### config.mk
export PLATFORM = sky130hd
export DESIGN_NAME = compacting_list_store_unit
export DESIGN_NICKNAME = d
export VERILOG_FILES = /design/src/hw/rtl/cls_pkg.sv /design/src/hw/rtl/cls_datapath.sv /design/src/hw/rtl/cls_ctrl.sv /design/src/hw/rtl/compacting_list_store_unit.sv
export SDC_FILE = /design/constraint.sdc
export NUM_CORES = 2
export LEC_CHECK = 0
export BUFFER_PORTS_ARGS = -buffer_cell sky130_fd_sc_hd__buf_4
export CORE_UTILIZATION = 60
export CTS_CLUSTER_DIAMETER = 200
export CTS_CLUSTER_SIZE = 40
export DETAILED_ROUTE_END_ITERATION = 8
export PLACE_DENSITY = 0.76
export SYNTH_ARGS = -nofsm -noshare
export SYNTH_HDL_FRONTEND = slang
export SYNTH_SLANG_ARGS = --single-unit
### constraint.sdc
create_clock -name clk -period 5.7 [get_ports clk]
set_input_delay 0.57 -clock clk [delete_from_list [all_inputs] [get_ports clk]]
set_output_delay 0.57 -clock clk [all_outputs]
set_load 0.05 [all_outputs]
### src/hw/rtl/cls_pkg.sv
// ----------------------------------------------------------------------------
// cls_pkg: shared types for the compacting list store
// Request and response payloads, opcode and status codes, controller states
// and the command/status bundles between controller and datapath.
// ----------------------------------------------------------------------------
`timescale 1ns / 1ps
`default_nettype none

package cls_pkg;

  // Fixed field widths of the request and response payloads
  localparam int unsigned WORD_W = 32;
  localparam int unsigned IDX_W  = 6;
  localparam int unsigned CNT_W  = 7;

  // Operation codes
  typedef enum logic [1:0] {
    OP_APPEND = 2'd0,
    OP_REMOVE = 2'd1,
    OP_READ   = 2'd2,
    OP_SHRINK = 2'd3
  } op_e_t;

  // Status codes
  localparam logic [1:0] ST_OK    = 2'd0;
  localparam logic [1:0] ST_FULL  = 2'd1;
  localparam logic [1:0] ST_RANGE = 2'd2;

  typedef struct packed {
    logic [1:0]               opcode;
    logic signed [WORD_W-1:0] value;
    logic [IDX_W-1:0]         index;
  } in_req_t;

  typedef struct packed {
    logic signed [WORD_W-1:0] read_data;
    logic                     found;
    logic [1:0]               status;
    logic [CNT_W-1:0]         entry_count;
    logic [CNT_W-1:0]         capacity;
  } out_rsp_t;

  // Controller states
  typedef enum logic [2:0] {
    S_IDLE,
    S_DECODE,
    S_READ_WAIT,
    S_SCAN_ISSUE,
    S_SCAN_CHECK,
    S_SHIFT_ISSUE,
    S_SHIFT_WRITE,
    S_FINISH
  } state_t;

  // Controller to datapath commands
  typedef struct packed {
    logic load;       // capture request, clear pointer and result
    logic append;     // append value or flag full
    logic shrink;     // set capacity to count when non-empty
    logic rd_idx;     // read entry at request index
    logic set_range;  // flag read index out of range
    logic take_data;  // capture read data into result
    logic rd_ptr;     // read entry at scan pointer
    logic ptr_inc;    // advance scan pointer
    logic hit;        // mark found, drop one entry from count
    logic rd_next;    // read entry just above pointer
    logic wr_shift;   // write read data at pointer, advance pointer
    logic out_load;   // load response register
  } cmd_t;

  // Datapath to controller status
  typedef struct packed {
    op_e_t op;
    logic  idx_ok;
    logic  ptr_end;
    logic  eq_hit;
  } sts_t;

endpackage

`default_nettype wire

### src/hw/rtl/cls_datapath.sv
// ----------------------------------------------------------------------------
// cls_datapath: entry memory, count, capacity and response register
// Executes the commands of the controller: append with capacity doubling,
// indexed read, search and compaction for remove, and shrink.
// ----------------------------------------------------------------------------
`timescale 1ns / 1ps
`default_nettype none

module cls_datapath #(
  parameter int unsigned DEPTH    = 64,
  parameter int unsigned INIT_CAP = 4
) (
  input  wire              clk,
  input  wire              rst_n,
  input  cls_pkg::in_req_t in_req,
  input  cls_pkg::cmd_t    cmd,
  output cls_pkg::sts_t    sts,
  output cls_pkg::out_rsp_t out_rsp
);

  localparam int unsigned AW   = $clog2(DEPTH);
  localparam int unsigned CW   = $clog2(DEPTH + 1);
  localparam int unsigned MAXC = (DEPTH > INIT_CAP) ? DEPTH : INIT_CAP;
  localparam int unsigned KW   = $clog2(MAXC + 1);
  localparam int unsigned CMPW = (CW > cls_pkg::IDX_W) ? CW : cls_pkg::IDX_W;

  logic signed [cls_pkg::WORD_W-1:0] mem [DEPTH];

  cls_pkg::op_e_t                    op_r;
  logic signed [cls_pkg::WORD_W-1:0] value_r;
  logic [cls_pkg::IDX_W-1:0]         idx_r;
  logic [CW-1:0]                     count_r;
  logic [KW-1:0]                     cap_r;
  logic [CW-1:0]                     ptr_r;
  logic signed [cls_pkg::WORD_W-1:0] rdata_r;
  logic signed [cls_pkg::WORD_W-1:0] res_data_r;
  logic                              res_found_r;
  logic [1:0]                        res_status_r;
  cls_pkg::out_rsp_t                 out_rsp_r;

  logic [AW-1:0] raddr;
  logic [AW-1:0] waddr;
  logic signed [cls_pkg::WORD_W-1:0] wdata;
  logic          wen;
  logic [KW:0]   cnt_w;
  logic [KW:0]   cap_w;
  logic [KW:0]   dbl_w;
  logic          at_cap;
  logic          full;

  // Capacity check for append
  assign cnt_w  = (KW + 1)'(count_r);
  assign cap_w  = (KW + 1)'(cap_r);
  assign dbl_w  = {cap_r, 1'b0};
  assign at_cap = (cnt_w == cap_w);
  assign full   = (cnt_w >= (KW + 1)'(DEPTH)) || (at_cap && (dbl_w > (KW + 1)'(DEPTH)));

  // Status back to the controller
  assign sts.op      = op_r;
  assign sts.idx_ok  = CMPW'(idx_r) < CMPW'(count_r);
  assign sts.ptr_end = (ptr_r >= count_r);
  assign sts.eq_hit  = (rdata_r == value_r);

  // Select read address
  always_comb begin
    raddr = AW'(ptr_r);
    if (cmd.rd_idx) begin
      raddr = AW'(CMPW'(idx_r));
    end else if (cmd.rd_next) begin
      raddr = AW'(ptr_r + CW'(1));
    end
  end

  // Select write port
  always_comb begin
    wen   = 1'b0;
    waddr = AW'(ptr_r);
    wdata = rdata_r;
    if (cmd.append && !full) begin
      wen   = 1'b1;
      waddr = AW'(count_r);
      wdata = value_r;
    end else if (cmd.wr_shift) begin
      wen = 1'b1;
    end
  end

  // Entry memory: one write, one registered read
  always_ff @(posedge clk) begin
    if (wen) begin
      mem[waddr] <= wdata;
    end
    rdata_r <= mem[raddr];
  end

  // Request capture, pointer and result registers
  always_ff @(posedge clk) begin
    if (cmd.load) begin
      op_r         <= cls_pkg::op_e_t'(in_req.opcode);
      value_r      <= in_req.value;
      idx_r        <= in_req.index;
      ptr_r        <= '0;
      res_data_r   <= '0;
      res_found_r  <= 1'b0;
      res_status_r <= cls_pkg::ST_OK;
    end else begin
      if (cmd.ptr_inc || cmd.wr_shift) begin
        ptr_r <= ptr_r + CW'(1);
      end
      if (cmd.append && full) begin
        res_status_r <= cls_pkg::ST_FULL;
      end
      if (cmd.set_range) begin
        res_status_r <= cls_pkg::ST_RANGE;
      end
      if (cmd.take_data) begin
        res_data_r <= rdata_r;
      end
      if (cmd.hit) begin
        res_found_r <= 1'b1;
      end
    end
  end

  // Count and capacity
  always_ff @(posedge clk) begin
    if (!rst_n) begin
      count_r <= '0;
      cap_r   <= KW'(INIT_CAP);
    end else begin
      if (cmd.append && !full) begin
        count_r <= count_r + CW'(1);
        if (at_cap) begin
          cap_r <= KW'(dbl_w);
        end
      end
      if (cmd.hit) begin
        count_r <= count_r - CW'(1);
      end
      if (cmd.shrink && (count_r != '0)) begin
        cap_r <= KW'(count_r);
      end
    end
  end

  // Response register
  always_ff @(posedge clk) begin
    if (cmd.out_load) begin
      out_rsp_r.read_data   <= res_data_r;
      out_rsp_r.found       <= res_found_r;
      out_rsp_r.status      <= res_status_r;
      out_rsp_r.entry_count <= cls_pkg::CNT_W'(count_r);
      out_rsp_r.capacity    <= cls_pkg::CNT_W'(cap_r);
    end
  end

  assign out_rsp = out_rsp_r;

  a_cnt_le_cap: assert property (@(posedge clk) disable iff (!rst_n)
    KW'(count_r) <= cap_r)
    else $error("entry count above capacity");

  a_cnt_le_depth: assert property (@(posedge clk) disable iff (!rst_n)
    (KW + 1)'(count_r) <= (KW + 1)'(DEPTH))
    else $error("entry count above depth");

  a_hit_dec: assert property (@(posedge clk) disable iff (!rst_n)
    cmd.hit |=> count_r == $past(count_r) - CW'(1))
    else $error("remove did not drop exactly one entry");

endmodule

`default_nettype wire

### src/hw/rtl/cls_ctrl.sv
// ----------------------------------------------------------------------------
// cls_ctrl: sequencing state machine
// Takes one request at a time, steps the datapath through the operation and
// hands the response to a single output register.
// ----------------------------------------------------------------------------
`timescale 1ns / 1ps
`default_nettype none

module cls_ctrl (
  input  wire           clk,
  input  wire           rst_n,
  input  wire           in_valid,
  output logic          in_stall,
  output logic          out_valid,
  input  wire           out_stall,
  input  cls_pkg::sts_t sts,
  output cls_pkg::cmd_t cmd
);

  cls_pkg::state_t state_r;
  cls_pkg::state_t state_nxt;
  logic            out_valid_r;
  logic            out_valid_nxt;
  logic            slot_free;

  assign slot_free = !out_valid_r || !out_stall;
  assign in_stall  = (state_r != cls_pkg::S_IDLE);
  assign out_valid = out_valid_r;

  // Next state
  always_comb begin
    state_nxt = state_r;
    case (state_r)
      cls_pkg::S_IDLE: begin
        if (in_valid) begin
          state_nxt = cls_pkg::S_DECODE;
        end
      end
      cls_pkg::S_DECODE: begin
        case (sts.op)
          cls_pkg::OP_REMOVE: state_nxt = cls_pkg::S_SCAN_ISSUE;
          cls_pkg::OP_READ:   state_nxt = sts.idx_ok ? cls_pkg::S_READ_WAIT
                                                     : cls_pkg::S_FINISH;
          default:            state_nxt = cls_pkg::S_FINISH;
        endcase
      end
      cls_pkg::S_READ_WAIT: state_nxt = cls_pkg::S_FINISH;
      cls_pkg::S_SCAN_ISSUE: begin
        state_nxt = sts.ptr_end ? cls_pkg::S_FINISH : cls_pkg::S_SCAN_CHECK;
      end
      cls_pkg::S_SCAN_CHECK: begin
        state_nxt = sts.eq_hit ? cls_pkg::S_SHIFT_ISSUE : cls_pkg::S_SCAN_ISSUE;
      end
      cls_pkg::S_SHIFT_ISSUE: begin
        state_nxt = sts.ptr_end ? cls_pkg::S_FINISH : cls_pkg::S_SHIFT_WRITE;
      end
      cls_pkg::S_SHIFT_WRITE: state_nxt = cls_pkg::S_SHIFT_ISSUE;
      cls_pkg::S_FINISH: begin
        if (slot_free) begin
          state_nxt = cls_pkg::S_IDLE;
        end
      end
      default: state_nxt = cls_pkg::S_IDLE;
    endcase
  end

  // Commands per state
  always_comb begin
    cmd = '0;
    case (state_r)
      cls_pkg::S_IDLE: cmd.load = in_valid;
      cls_pkg::S_DECODE: begin
        case (sts.op)
          cls_pkg::OP_APPEND: cmd.append = 1'b1;
          cls_pkg::OP_SHRINK: cmd.shrink = 1'b1;
          cls_pkg::OP_READ: begin
            cmd.rd_idx    = sts.idx_ok;
            cmd.set_range = !sts.idx_ok;
          end
          default: cmd = '0;
        endcase
      end
      cls_pkg::S_READ_WAIT:   cmd.take_data = 1'b1;
      cls_pkg::S_SCAN_ISSUE:  cmd.rd_ptr    = !sts.ptr_end;
      cls_pkg::S_SCAN_CHECK: begin
        cmd.hit     = sts.eq_hit;
        cmd.ptr_inc = !sts.eq_hit;
      end
      cls_pkg::S_SHIFT_ISSUE: cmd.rd_next  = !sts.ptr_end;
      cls_pkg::S_SHIFT_WRITE: cmd.wr_shift = 1'b1;
      cls_pkg::S_FINISH:      cmd.out_load = slot_free;
      default:                cmd = '0;
    endcase
  end

  // Response valid: set on load, drop once taken
  always_comb begin
    out_valid_nxt = out_valid_r && out_stall;
    if (cmd.out_load) begin
      out_valid_nxt = 1'b1;
    end
  end

  always_ff @(posedge clk) begin
    if (!rst_n) begin
      state_r     <= cls_pkg::S_IDLE;
      out_valid_r <= 1'b0;
    end else begin
      state_r     <= state_nxt;
      out_valid_r <= out_valid_nxt;
    end
  end

  a_accept_decode: assert property (@(posedge clk) disable iff (!rst_n)
    (in_valid && !in_stall) |=> state_r == cls_pkg::S_DECODE)
    else $error("accepted request not decoded");

  a_load_free: assert property (@(posedge clk) disable iff (!rst_n)
    cmd.out_load |-> (!out_valid_r || !out_stall))
    else $error("response overwritten before taken");

  a_finish_valid: assert property (@(posedge clk) disable iff (!rst_n)
    (state_r == cls_pkg::S_FINISH && slot_free) |=> out_valid_r)
    else $error("finished request produced no response");

endmodule

`default_nettype wire

### src/hw/rtl/compacting_list_store_unit.sv
// ----------------------------------------------------------------------------
// compacting_list_store_unit: packed list of signed words with capacity
// Append, remove first match with compaction, indexed read and shrink over
// a single-port-read entry memory, sequenced by a controller state machine.
// ----------------------------------------------------------------------------
// From accept to response valid, append and shrink pass DECODE and FINISH;
// read adds READ_WAIT (skipped when the index is out of range); remove runs
// SCAN_ISSUE/SCAN_CHECK per entry searched and SHIFT_ISSUE/SHIFT_WRITE per
// entry moved down, as the single memory read port sets remove time.
// One request in flight; the next is taken once the response is registered.
// Reset clears count to zero and capacity to INIT_CAP; memory is not cleared.
`timescale 1ns / 1ps
`default_nettype none

module compacting_list_store_unit #(
  parameter int unsigned DEPTH    = 64,
  parameter int unsigned INIT_CAP = 4
) (
  input  wire               clk,
  input  wire               rst_n,
  input  wire               in_valid,
  output logic              in_stall,
  input  cls_pkg::in_req_t  in_req,
  output logic              out_valid,
  input  wire               out_stall,
  output cls_pkg::out_rsp_t out_rsp
);

  cls_pkg::cmd_t cmd;
  cls_pkg::sts_t sts;

  cls_ctrl u_ctrl (
    .clk       (clk),
    .rst_n     (rst_n),
    .in_valid  (in_valid),
    .in_stall  (in_stall),
    .out_valid (out_valid),
    .out_stall (out_stall),
    .sts       (sts),
    .cmd       (cmd)
  );

  cls_datapath #(
    .DEPTH    (DEPTH),
    .INIT_CAP (INIT_CAP)
  ) u_datapath (
    .clk     (clk),
    .rst_n   (rst_n),
    .in_req  (in_req),
    .cmd     (cmd),
    .sts     (sts),
    .out_rsp (out_rsp)
  );

endmodule

`default_nettype wire

* After elaboration in Yosys (flattened, before gate mapping)
Memories as Yosys holds them, arrays and structs flattened. A register that Yosys moved wholly into a read port is not among the register bits.
Cells that the tools add are included.
** Word-level totals
- Logic and storage cells :: 98
- Bits in registers :: 149
- Memories :: 1
- Bits of input ports :: 44
- Bits in writable memories :: 2048
** Memories
- u_datapath.mem :: depth 64, bits a word 32, read ports 1, clocked after memory_dff 1, wr ports 1, line cls_datapath.sv:27 : logic signed [cls_pkg::WORD_W-1:0] mem [DEPTH];
** Cells by class
- Reductions and logical operators :: 25
- Multiplexer cells :: 34
- $lt $le $gt $ge :: 4
- Add/subtract/negate cells :: 3
- Equality and inequality tests :: 14
** Operators by type and width (count)
- $mux W7 :: 5
- $eq A32 B32 Y1 :: 1
- $mux W32 :: 1
- $pmux W3 S8 :: 1
- $mux W6 :: 3
- $add A7 B1 Y7 const B :: 2
- $mux W1 :: 13
- $eq A3 B3 Y1 const B :: 4
- $mux W3 :: 4
- $mux W2 :: 5
- $gt A8 B7 Y1 const B :: 1
- $reduce_bool A2 Y1 :: 4
- $eq A7 B7 Y1 :: 1
- $ge A7 B7 Y1 :: 1
- $ge A7 B7 Y1 const B :: 1
- $lt A6 B7 Y1 :: 1
- $reduce_bool A7 Y1 :: 1
- $sub A7 B1 Y7 const B :: 1
- $eq A3 B2 Y1 const B :: 2
- $logic_not A1 Y1 :: 6
- $pmux W3 S2 :: 1
- $logic_and A1 B1 Y1 :: 5
- $eq A2 B2 Y1 const B :: 2
- $mux W4 :: 1
- other kinds (10) :: 13

* Longest topological paths before layout
- Depth in word-level cells :: 8
- Gate-level depth with buffers :: 19

* Hierarchy
A second synthesis with hierarchy kept.
** Second synthesis, totals
- Cell total of the unflattened synthesis :: 4962
- Area total of the unflattened synthesis :: 86983.4 sq um
** Modules (own cells, without submodules)
- cls_datapath :: cells an instance 4911, instances 1, area an instance 86560.5 sq um, sequential area each 65933.2 sq um
- cls_ctrl :: cells an instance 51, instances 1, area an instance 422.9 sq um, sequential area each 80.1 sq um

* Least setup slack after synthesis
Ideal clock, no wire load.
- Path type :: register to register
- Start point :: register u_datapath.cap_r[1]
- End point :: memory u_datapath.mem[0][0] (netlist name) (enable)
- Required time :: 5.279 ns
- Clock period less this slack :: 4.088 ns
- Setup slack :: 1.612 ns
- Arrival time :: 3.666 ns
- Path buffers :: 3
- Stages on the path, launching flop included :: 13
- Cells stage by stage :: dfxtp_1 -> or4_1 -> nor2_1 -> nor3b_1 -> a21oi_1 -> and3_1 -> clkbuf_1 -> buf_2 -> buf_2 -> nand2_1 -> o31ai_1 -> nand2_1 -> nor2_1
** On the way
- Cells in the longest elaborated chain, start to end :: 8
- Elaborated cells on any way between the ends :: 10
- Classes of those cells :: 1 x order compare; 1 x eq/ne; 4 x mux; 4 x reduce/logical
** RTL lines
- start: declaration :: line cls_datapath.sv:33 : logic [KW-1:0] cap_r;
- start signal: assignment :: line cls_datapath.sv:129 : cap_r <= KW'(INIT_CAP);
- start signal: assignment :: line cls_datapath.sv:134 : cap_r <= KW'(dbl_w);
- start signal: assignment :: line cls_datapath.sv:141 : cap_r <= KW'(count_r);
- $gt A8 B7 Y1 or $eq A7 B7 Y1 (tied branches) :: line cls_datapath.sv:56, cls_datapath.sv:55
- $logic_and A1 B1 Y1 (*) :: line cls_datapath.sv:56 : assign full = (cnt_w >= (KW + 1)'(DEPTH)) || (at_cap && (dbl_w > (KW + 1)'(DEPTH)));
- $logic_or A1 B1 Y1 (*) :: line cls_datapath.sv:56
- $logic_not A1 Y1 (*) :: line cls_datapath.sv:79 : if (cmd.append && !full) begin
- $logic_and A1 B1 Y1 (*) :: line cls_datapath.sv:79
- $mux W1 :: line cls_datapath.sv:79
- $mux W1 :: line cls_datapath.sv:90 : if (wen) begin
- $mux W1 (not written as such) :: line cls_datapath.sv:91 : mem[waddr] <= wdata;
- end: declaration :: line cls_datapath.sv:27
Every way passes the cells marked *; elsewhere a longest branch is shown, timed or not.

* Worst setup path after layout
- Start point :: register u_datapath.count_r[4]
- End point :: register u_datapath.rdata_r[2] (netlist name), read port of u_datapath.mem
** On the way
- Cells in the longest elaborated chain, start to end :: 5
- Elaborated cells on any way between the ends :: 8
- Classes of those cells :: 2 x order compare; 5 x mux; 1 x reduce/logical
** RTL lines
- start: declaration :: line cls_datapath.sv:32 : logic [CW-1:0] count_r;
- start signal: assignment :: line cls_datapath.sv:132 : count_r <= count_r + CW'(1);
- start signal: assignment :: line cls_datapath.sv:138 : count_r <= count_r - CW'(1);
- $ge A7 B7 Y1 :: line cls_datapath.sv:61 : assign sts.ptr_end = (ptr_r >= count_r);
- $logic_not A1 Y1
- $mux W1
- $mux W6 :: line cls_datapath.sv:69 : end else if (cmd.rd_next) begin
- $mux W6 (*) :: line cls_datapath.sv:67 : if (cmd.rd_idx) begin
- end: declaration :: line cls_datapath.sv:35 : logic signed [cls_pkg::WORD_W-1:0] rdata_r;
Marked as above.
A chain may end at the register's enable or synchronous reset.

==> out/metrics.cfg <==
[routing]
post_drt_wl_per_cell_um = 28.32
vias = 58010
totalWireLength_um = 251300
drtIter0Drc = 9357
via_per_inst = 6.537
postRouteAntennaNets = 0
drtPass1Iterations = 6
drc = 0

[grt]
grt_pass1_wl_um = 361100
grt_overflow_total = 0
gr-usage-all-layers_pct = 33.51
antenna_found_initial = 17
grt_pass1_vias = 54440
grt_start_max_net_pins = 108

[cts]
path_clk_slew_ns = 0.15
cts.path.max_buffers = 3
h-tree-depth = 2
clkLatencyLatePin_ns = 0.80
cts_tree = built
clock-sinks = 2229
cts_buffers = 61
clock-root-buffer = clkbuf_16

[placement]
gp_congestion = 0.9908
numPortBuffers = 94
place_hpwl_um = 151300
place_area_um2 = 92610

[synth]
synth.distinct_cells = 70
synth_fp_nets = 6932
synth_seq_cells = 2229
ys_seq_area_share_pct = 74.70
synth_cells = 6865
syn_area_um2 = 88370
synth_edf_count = 2137
async_flop_share_pct = 0
yosys_warnings = 0
synth.avg_cell_area_um2 = 12.87
ys.flop_type = edfxtp_1

[setup_path]
cp-end-kind = flop
cp_top_family = compound AO/OA/AOI/OAI gates
worst_path_most_repeated_cell = o21ai_0
critPathKind = flop to flop
critical_path.cell_chain = inv_1 -> ha_1 -> and4b_1 -> o21ai_2 -> o211ai_2 -> o21ai_0 -> o22ai_4 -> nor2_4 -> buf_4 -> nand2_1 -> o21ai_0 -> a31oi_1 -> a32o_1
cp_num_buf_inv = 2
crit_arrival_ns = 6.23
max_stage_delay_ns = 1.00
cpMaxStageDelayCell = a31oi_1
worst-endpoint-required_ns = 6.41
start_kind = flop
cp_max_fo = 17

[timing]
min_period_ns = 5.519
finalSetupTns_ns = 0
skew_ns = 0.05727
slew_viol_final = 0
relSlewSlack_pct = 8.036
finalSetupViolCount = 0
worst_pin_slew_ns = 1.373
period_share_pct = 96.82
rsz0062_at_grt = no
hold_viol = 0
max_freq_ghz = 0.1812

[finish]
layout-drive-gt1-share_pct = 8.166
num-nets-final = 6971
fin_area_um2 = 94810
syn2layout_area_growth_pct = 7.289

[min_path]
worst_hold_path_type = input pin to flop

[power]
p_leak_nw = 32.14
ir_worst_vdd_mv = 0.3806
p_total_mw = 42.18
p_per_area_nw_per_um2 = 444.9

[floorplanning]
core_area_um2 = 145900
start_util_pct = 60.56
die_area_um2 = 148800
fp.dieH_um = 385.8
pin_count = 95
rows = 140
die_x_um = 385.8

[job]
cap_violations = 0

[status]
status = complete, no violations

[power by group]
part	leakage (nW)	switching [mW]	internal, mW
clock network	0.847	4.53	2.14
registers	20.0	0.575	20.7
logic	11.3	10.6	3.61
total	32.1	15.7	26.4
[state kept, by name, summed over array words and instances, names as in the netlist]
| register | flops |
|---|---|
| u_datapath.res_found_r | 1 |
| u_datapath.res_status_r | 2 |
| u_datapath.value_r | 32 |
| u_datapath.count_r | 7 |
| u_ctrl.state_r | 3 |
| u_datapath.out_rsp | 49 |
| u_datapath.res_data_r | 32 |
| u_datapath.idx_r | 6 |
| u_datapath.cap_r | 7 |
| u_ctrl.out_valid | 1 |
| u_datapath.ptr_r | 7 |
| u_datapath.mem | 2048 |
| u_datapath.rdata_r | 32 |
| u_datapath.op_r | 2 |
[stage by stage]
step,cells,hold WS [ns],setup WS (ns),utilization (%)
2_1_floorplan,6865,0.4019,1.612,-
3_3_place_gp,8717,0.4151,0.5702,63.47
3_5_place_dp,8717,0.4146,0.4882,63.47
4_1_cts,8873,0.06054,0.3983,64.97
5_1_grt,8873,0.08375,0.09515,64.97
6_report,8874,0.06830,0.1811,64.98
[per-layer routing]
layer	vias to the layer above	wire length (um)	track usage, %
li1	24810	-	-
met5	-	240	0
met1	28250	87490	45.07
met4	24	15600	17.86
met3	729	34190	7.783
met2	4197	113700	51.18
[path summary, 6_finish.rpt]
| kind | cells after the start | to | startpoint | slack (ns) |
|---|---|---|---|---|
| worst max-delay path | 13 | u_datapath.rdata_r[2] | u_datapath.count_r[4] | 0.18 |
| worst min register to register | 0 | u_datapath.out_rsp[48] | u_datapath.res_data_r[31] | 0.45 |
| worst max register to register | 13 | u_datapath.rdata_r[2] | u_datapath.count_r[4] | 0.18 |
| worst min-delay path | 3 | u_ctrl.out_valid | out_stall | 0.07 |
[what timing repair did]
| action | 4_1_cts | 5_1_grt |
|---|---|---|
| gates resized for setup | 0 | 0 |
| buffers inserted | 0 | 0 |
| endpoints found under the hold margin | 41 | 0 |
| hold buffers | 41 | 0 |
[synthesized netlist by cell type (20+ instances only)]
cell / instances / area, um^2
nand4_1: 84 / 525.5
buf_4: 37 / 277.8
buf_2: 227 / 1136
a21oi_1: 61 / 305.3
o21ai_1: 21 / 105.1
mux2i_1: 76 / 760.7
nor2_1: 137 / 514.2
a32oi_1: 25 / 219.0
nand3_1: 1271 / 6361
clkbuf_1: 136 / 510.5
xnor2_1: 42 / 367.9
dfxtp_1: 92 / 1842
mux2_2: 36 / 405.4
and3_1: 54 / 337.8
nand2_1: 2050 / 7695
buf_1: 20 / 75.07
a31oi_1: 141 / 882.1
edfxtp_1: 2137 / 64170
o21ai_0: 22 / 110.1
ha_1: 22 / 275.3
[kinds of logic (layout without fill, tap and decap cells)]
logic type               after synthesis  in the layout  share of synthesized area [%]
AND/OR/NAND/NOR                     3661           3661                          17.95
flip-flops                          2229           2229                          74.70
buffers and inverters                448            539                          2.500
AO/OA/AOI/OAI                        336            336                          2.553
multiplexers                         118            118                          1.464
XOR/XNOR                              50             50                         0.4956
adder cells (fa/ha/maj)               23             23                         0.3342
other                                  0              1                              0
[layout by cell type, fill, tap and decap left out, drive strengths merged, types with 54 or more instances in the layout]
cell type / instances
edfxtp: 2137
nand2: 2050
nand3: 1271
buf: 368
a31oi: 141
nor2: 139
clkbuf: 113
dfxtp: 92
nand4: 84
mux2i: 77
a21oi: 63
and3: 54
[cell type report]
| type | instances | area, um^2 |
|---|---|---|
| diodes | 1 | 2.502 |
| clock buffers | 113 | 1764 |
| clock inverters | 2 | 25.02 |
| fillers | 10260 | 51110 |
| inverters | 15 | 56.30 |
| multi-input cells | 4188 | 20690 |
| flip-flops and latches | 2229 | 66010 |
| well taps | 1917 | 2399 |
| repair buffers | 409 | 3861 |
[worst reg2reg max path, stage by stage, from the launching register on]
cell and delay, ns:
dfxtp_1 0.53, inv_1 0.15, ha_1 0.32, and4b_1 0.20, o21ai_2 0.07, o211ai_2 0.76
o21ai_0 0.38, o22ai_4 0.57, nor2_4 0.35, buf_4 0.36, nand2_1 0.28, o21ai_0 0.15
a31oi_1 1.00, a32o_1 0.31
Power figures use the tool's default switching activity.
